### src/leh_pkg.sv
package leh_pkg;

	localparam int CoordW = 6;

	typedef enum logic [2:0] {
		ST_MOVED       = 3'd0,
		ST_WALL        = 3'd1,
		ST_COLLIDED    = 3'd2,
		ST_BAD_PART    = 3'd3,
		ST_BAD_DIR     = 3'd4,
		ST_PLACED      = 3'd5,
		ST_PLACE_FAIL  = 3'd6
	} status_t;

	typedef enum logic [2:0] {
		REG_LATTICE_KIND    = 3'd0,
		REG_BOUNDARY_FIXED  = 3'd1,
		REG_SIDE_X          = 3'd2,
		REG_SIDE_Y          = 3'd3,
		REG_SIDE_Z          = 3'd4,
		REG_PARTICLE_COUNT  = 3'd5,
		REG_DIRECTION_COUNT = 3'd6
	} reg_index_t;

	typedef enum logic [2:0] {
		LK_SQUARE    = 3'd0,
		LK_HONEYCOMB = 3'd1,
		LK_BCC       = 3'd2,
		LK_FCC       = 3'd3,
		LK_LINE      = 3'd4
	} lattice_kind_t;

	// step deltas: 2-bit signed per axis
	localparam logic [1:0] DP = 2'b01;
	localparam logic [1:0] DN = 2'b11;
	localparam logic [1:0] D0 = 2'b00;

	typedef struct packed {
		logic clr;
		logic load;
		logic pos_rd;
		logic calc;
		logic occ_rd;
		logic commit;
		logic set_new;
	} cmd_t;

	typedef struct packed {
		logic out_free;
		logic need_set;
		logic clr_last;
	} sts_t;

	function automatic logic [4:0] step_count(input logic [2:0] kind);
		logic [4:0] n;
		n = 5'd0;
		unique case (kind)
			LK_SQUARE:    n = 5'd6;
			LK_HONEYCOMB: n = 5'd6;
			LK_BCC:       n = 5'd8;
			LK_FCC:       n = 5'd12;
			LK_LINE:      n = 5'd2;
			default:      n = 5'd0;
		endcase
		return n;
	endfunction

	// {dx, dy, dz}
	function automatic logic [5:0] step_lookup(input logic [2:0] kind, input logic [3:0] r);
		logic [5:0] s;
		s = {D0, D0, D0};
		unique case (kind)
			LK_SQUARE: begin
				unique case (r)
					4'd0: s = {DP, D0, D0};
					4'd1: s = {DN, D0, D0};
					4'd2: s = {D0, DP, D0};
					4'd3: s = {D0, DN, D0};
					4'd4: s = {D0, D0, DP};
					4'd5: s = {D0, D0, DN};
					default: s = {D0, D0, D0};
				endcase
			end
			LK_HONEYCOMB: begin
				unique case (r)
					4'd0: s = {DP, D0, D0};
					4'd1: s = {DN, D0, D0};
					4'd2: s = {D0, DP, D0};
					4'd3: s = {D0, DN, D0};
					4'd4: s = {DN, DP, D0};
					4'd5: s = {DP, DN, D0};
					default: s = {D0, D0, D0};
				endcase
			end
			LK_BCC: begin
				unique case (r)
					4'd0: s = {DP, DP, DP};
					4'd1: s = {DN, DP, DP};
					4'd2: s = {DP, DN, DP};
					4'd3: s = {DP, DP, DN};
					4'd4: s = {DP, DN, DN};
					4'd5: s = {DN, DP, DN};
					4'd6: s = {DN, DN, DP};
					4'd7: s = {DN, DN, DN};
					default: s = {D0, D0, D0};
				endcase
			end
			LK_FCC: begin
				unique case (r)
					4'd0:  s = {DP, DP, D0};
					4'd1:  s = {DN, DP, D0};
					4'd2:  s = {DP, DN, D0};
					4'd3:  s = {DN, DN, D0};
					4'd4:  s = {DP, D0, DP};
					4'd5:  s = {DP, D0, DN};
					4'd6:  s = {DN, D0, DP};
					4'd7:  s = {DN, D0, DN};
					4'd8:  s = {D0, DP, DP};
					4'd9:  s = {D0, DP, DN};
					4'd10: s = {D0, DN, DP};
					4'd11: s = {D0, DN, DN};
					default: s = {D0, D0, D0};
				endcase
			end
			LK_LINE: begin
				unique case (r)
					4'd0: s = {DP, D0, D0};
					4'd1: s = {DN, D0, D0};
					default: s = {D0, D0, D0};
				endcase
			end
			default: s = {D0, D0, D0};
		endcase
		return s;
	endfunction

endpackage

### src/leh_ctrl.sv
module leh_ctrl (
	input  logic          clk,
	input  logic          arst_n,
	input  logic          in_valid,
	output logic          in_stall,
	input  leh_pkg::sts_t sts,
	output leh_pkg::cmd_t cmd
);
	import leh_pkg::*;

	typedef enum logic [2:0] {
		S_CLEAR, S_IDLE, S_RDPOS, S_CALC, S_RDOCC, S_DECIDE, S_SETNEW
	} state_t;

	state_t state_q;

	always_comb begin
		cmd         = '0;
		cmd.clr     = (state_q == S_CLEAR);
		cmd.load    = (state_q == S_IDLE) && in_valid;
		cmd.pos_rd  = (state_q == S_RDPOS);
		cmd.calc    = (state_q == S_CALC);
		cmd.occ_rd  = (state_q == S_RDOCC);
		cmd.commit  = (state_q == S_DECIDE) && sts.out_free;
		cmd.set_new = (state_q == S_SETNEW);
	end

	assign in_stall = (state_q != S_IDLE);

	always_ff @(posedge clk or negedge arst_n) begin
		if (!arst_n) begin
			state_q <= S_CLEAR;
		end else begin
			unique case (state_q)
				S_CLEAR:  if (sts.clr_last) state_q <= S_IDLE;
				S_IDLE:   if (in_valid) state_q <= S_RDPOS;
				S_RDPOS:  state_q <= S_CALC;
				S_CALC:   state_q <= S_RDOCC;
				S_RDOCC:  state_q <= S_DECIDE;
				S_DECIDE: begin
					if (sts.out_free) state_q <= sts.need_set ? S_SETNEW : S_IDLE;
				end
				S_SETNEW: state_q <= S_IDLE;
				default:  state_q <= S_IDLE;
			endcase
		end
	end

endmodule

### config.mk
export PLATFORM = sky130hd
export DESIGN_NAME = leh_ctrl
export DESIGN_NICKNAME = d
export VERILOG_FILES = /design/src/leh_pkg.sv /design/src/leh_ctrl.sv
export SDC_FILE = /design/constraint.sdc
export NUM_CORES = 1
export LEC_CHECK = 0
export ABC_AREA = 0
export BUFFER_PORTS_ARGS = -buffer_cell sky130_fd_sc_hd__buf_2
export CORE_AREA = 2 2 39 41
export DETAILED_ROUTE_END_ITERATION = 6
export DIE_AREA = 0 0 41 43
export PLACE_DENSITY = 0.45
export SLEW_MARGIN = 25
export SYNTH_ARGS = -nofsm -noshare
export SYNTH_HDL_FRONTEND = slang
export SYNTH_SLANG_ARGS = --single-unit
export TNS_END_PERCENT = 5
### constraint.sdc
create_clock -name clk -period 2.3 [get_ports clk]
set_clock_uncertainty 0.15 [all_clocks]
set_input_delay 0.345 -clock clk [delete_from_list [all_inputs] [get_ports clk]]
set_output_delay 0.345 -clock clk [all_outputs]
set_load 0.005 [all_outputs]
After elaboration in Yosys (flattened, before gate mapping)
Cells that the tools add are included.
{ "totals": {"wordCells": 20, "out_inout_bits": 8, "ff_bits": 3, "in_bits": 6} }
{ "classes": {"muxes": 5, "reduce_logical": 4, "eq_ne": 10} }
{ "ops": {"columns": ["op", "n"], "rows": [
  ["3-bit one-hot mux with 6 select lines", 1],
  ["3-bit two-way mux", 4],
  ["3-bit == test, second input constant", 3],
  ["3-bit by 2-bit == test with 1-bit output, second input constant", 2],
  ["2-bit inequality test, second input constant", 3],
  ["3-bit by 1-bit == test with 1-bit output, second input constant", 1],
  ["3-bit logical NOT", 1],
  ["3-bit by 1-bit inequality test with 1-bit output, second input constant", 1],
  ["3-bit AND reduction", 1],
  ["1-bit logical AND", 2]
]} }

Logic depth before layout (Yosys ltp)
{ "depth": {"word_depth": 3, "ltp_mapped": 4, "ltp_nobuf": 3} }

Least setup slack after synthesis
Ideal clock, no wire load.
{ "synth_timing": {"path_type": "flip-flop to output port", "startpoint": "register state_q[0]", "endpoint": "output port cmd[5] in the netlist's numbering", "required_time_ns": 1.805, "path_stages_with_launch": 5, "t_arrival_ns": 0.833, "n_path_buf": 1, "setup_slack_ns": 0.972, "path_cell_list": "dfrtp_1 -> buf_2 -> nor2b_1 -> nand2b_1 -> nor2_1"} }
{ "synth_rtl": {"columns": ["item", "line", "text"], "rows": [
  ["start, declared", "leh_ctrl.sv:15", "state_t state_q;"],
  ["start signal, assigned", "leh_ctrl.sv:41", "if (sts.out_free) state_q <= sts.need_set ? S_SETNEW : S_IDLE;"],
  ["end, declared", "leh_ctrl.sv:7", "output leh_pkg::cmd_t cmd"]
]} }

==> results.ini <==
[clocking]
h_tree_level_count=1
cts_resized=0
cts_num_sinks=3
cts-buffers-inserted=3
clk_transition_reported_paths_ns=0.04
cts-root-buf=sky130_fd_sc_hd__clkbuf_4
cts.path.max_buffers=2
worstSkewPairLatency_ns=0.24
cts_tree=yes

[routing]
routedWlPerCell_um=8.61
initial_detailed_routing_violation_count=4
route.detailed.vias_per_inst=4.08
num_vias=241
remaining_drc_errors=0
drtPass1Iterations=4
routed_wirelength_um=508
antenna_left=0

[place]
routabilityCongestion=0.712
port-buffer-count=13
detailed_place_hpwl_um=371

[yosys]
synth-seq-area-share_pct=35.3
synth.most_common_cell=sky130_fd_sc_hd__nor2_1
yosys.cell_types.count=18
synth.top_cell.area_share_pct=35.3
synth-async-reset-ratio_pct=100
synth-main-ff-cell=sky130_fd_sc_hd__dfrtp_1
synth-seq-cells=3
syn_nets=32
synth-edff-count=0
largest_cells_by_area_after_synthesis=sky130_fd_sc_hd__dfrtp_1, sky130_fd_sc_hd__mux2_4, sky130_fd_sc_hd__nor2_1, sky130_fd_sc_hd__nand2b_1, sky130_fd_sc_hd__nor3_1
synth_top_area_cell=sky130_fd_sc_hd__dfrtp_1
top_cell_types_by_occurrence_after_synthesis=sky130_fd_sc_hd__nor2_1, sky130_fd_sc_hd__dfrtp_1, sky130_fd_sc_hd__inv_1, sky130_fd_sc_hd__nand2b_1, sky130_fd_sc_hd__nor3_1
synth_area_sq_um=213
ys_warn_count=0
mapped_cells=26
synth_area_per_cell_sq_um=8.18

[finish]
top_regs=state_q: 3 flops
sequential_cell_area_sq_um=75.1
diodes=0
largest_register_ff_count=3
fraction_of_layout_instances_using_a_drive_strength_above_1_pct=39.5
syn2layout_area_growth_pct=54.7
fillers=162
multiInputGateArea_sq_um=125
regMostFlops=state_q
design.final.nets=50

[setup_path]
cp-end-kind=output port
worst-setup-path-type=reg2out
crit_path_start_kind=flip-flop
critical-path-slowest-cell=sky130_fd_sc_hd__dfrtp_1
critical_path.cell_chain=nor2b_1 > nand2b_1 > nor2_1 > buf_2
critical_path_arrival_ns=1.22
critical_path_peak_fanout=9
cp_data_required_time_ns=1.80
critical-path-max-stage-delay_ns=0.47

[grt]
grt_pass1_vias=203
grt_first_pass_wirelength_um=800
grt-ovfl-total=0
grt_antenna_before_repair=0
grt_util_all_layers_pct=7.45
maximum_number_of_pins_on_one_net_before_global_route_repair=10

[power]
ir_drop_v=0.000347
leakage_power_nw=0.175
power.density_cell_area_mw_per_mm2=1170

[floorplan]
initial_core_util_pct=15.4
die_height_um=43
die_width_um=41
placementRows=14
io_pins=14
floorplan.core_area_sq_mm=0.00138
dieArea_sq_mm=0.00176

[sta]
finalCriticalPeriod_ns=1.72
hold_ws_ns=0.254
max_slew.worst_pin.slew_ns=0.248
finalSetupViolations=0
slew_headroom_pct=83.5
clock.fmax_mhz=583
unrepaired_setup_endpoints_after_global_routing=no
final_max_slew_viol_count=0
layout_worst_path_cycle_share_pct=74.6
final_hold_viol_count=0
fin_tns_setup_ns=0

[status]
run_status=complete, no violations

[flow_run]
max-cap-violations=0

[hold_path]
path_type_of_the_worst_min_delay_path=in2reg

## logic make-up after synthesis
kind of cell	synth area share [%]
multiplexers	7.06
buffers and inverters	5.88
flip-flops	35.3
AND/OR/NAND/NOR	32.9
AO/OA/AOI/OAI	18.8
## metal layers
metal,routed length (um),global-route usage [%],share of wire [%],up-vias
li1,-,-,-,123
met1,236,8.77,46,110
met2,234,8.13,46,8
met3,37,4.71,7.3,0
met4,0,8.00,0,0
met5,0,0,0,-
## layout make-up
class / instances / area share [%]
Sequential cell: 3 / 22.8
Timing Repair Buffer: 14 / 22.8
Tap cell: 16 / 6.08
Inverter: 2 / 2.28
Clock buffer: 4 / 7.98
Multi-Input combinational cell: 20 / 38.0
## final timing paths
path	start	endpoint	slack (ns)	depth (start not counted)
worst max-delay path	state_q[0]	cmd[5]	0.58	4
worst min register to register	state_q[1]	state_q[0]	0.49	1
min in group asynchronous	arst_n	state_q[2]	0.28	2
worst min-delay path	sts[1]	state_q[2]	0.25	3
max in group asynchronous	arst_n	state_q[0]	1.61	2
worst max register to register	state_q[2]	state_q[0]	0.98	3
## power breakdown
group          switching, mW  internal [mW]  leakage (nW)
Clock                 0.0318         0.0653        0.0150
Sequential            0.0472         0.0767        0.0370
Combinational         0.0687         0.0968         0.123
Total                  0.148          0.239         0.175
## metrics by stage
step	total power [mW]	setup WS, ns	cells	util, %	area, sq um
floorplan	0.230	0.972	26	-	213
finish	0.386	0.585	59	23.8	329
detailed placement	0.290	0.841	54	21.2	293
global route	0.430	0.478	59	23.8	329
CTS	0.397	0.569	59	23.8	329
global placement	0.297	0.824	54	21.2	293
## worst max-delay path, delay by kind of cell (launching register included)
kind,cells,cell delay [ns]
buffers and inverters,1,0.11
and+or+nand+nor,3,0.41
DFF,1,0.47
## placed cells by master, fill, tap and decap left out, drive strengths merged
cell type,count
a31o,1
clkbuf,4
nor3,2
nand2,1
a21oi,1
nand2b,2
nor2b,1
dfrtp,3
and3b,1
inv,2
nor3b,1
a31oi,1
nor2,4
and2,1
o21bai,1
o21ai,1
mux2,1
dlygate4sd3,1
o21a,1
buf,13
## timing repair
item / CTS / global route
hold endpoints to repair: 3 / 0
setup buffers: 0 / 0
hold buffers: 1 / 0
Note: power is estimated with default switching activity, not from simulation.
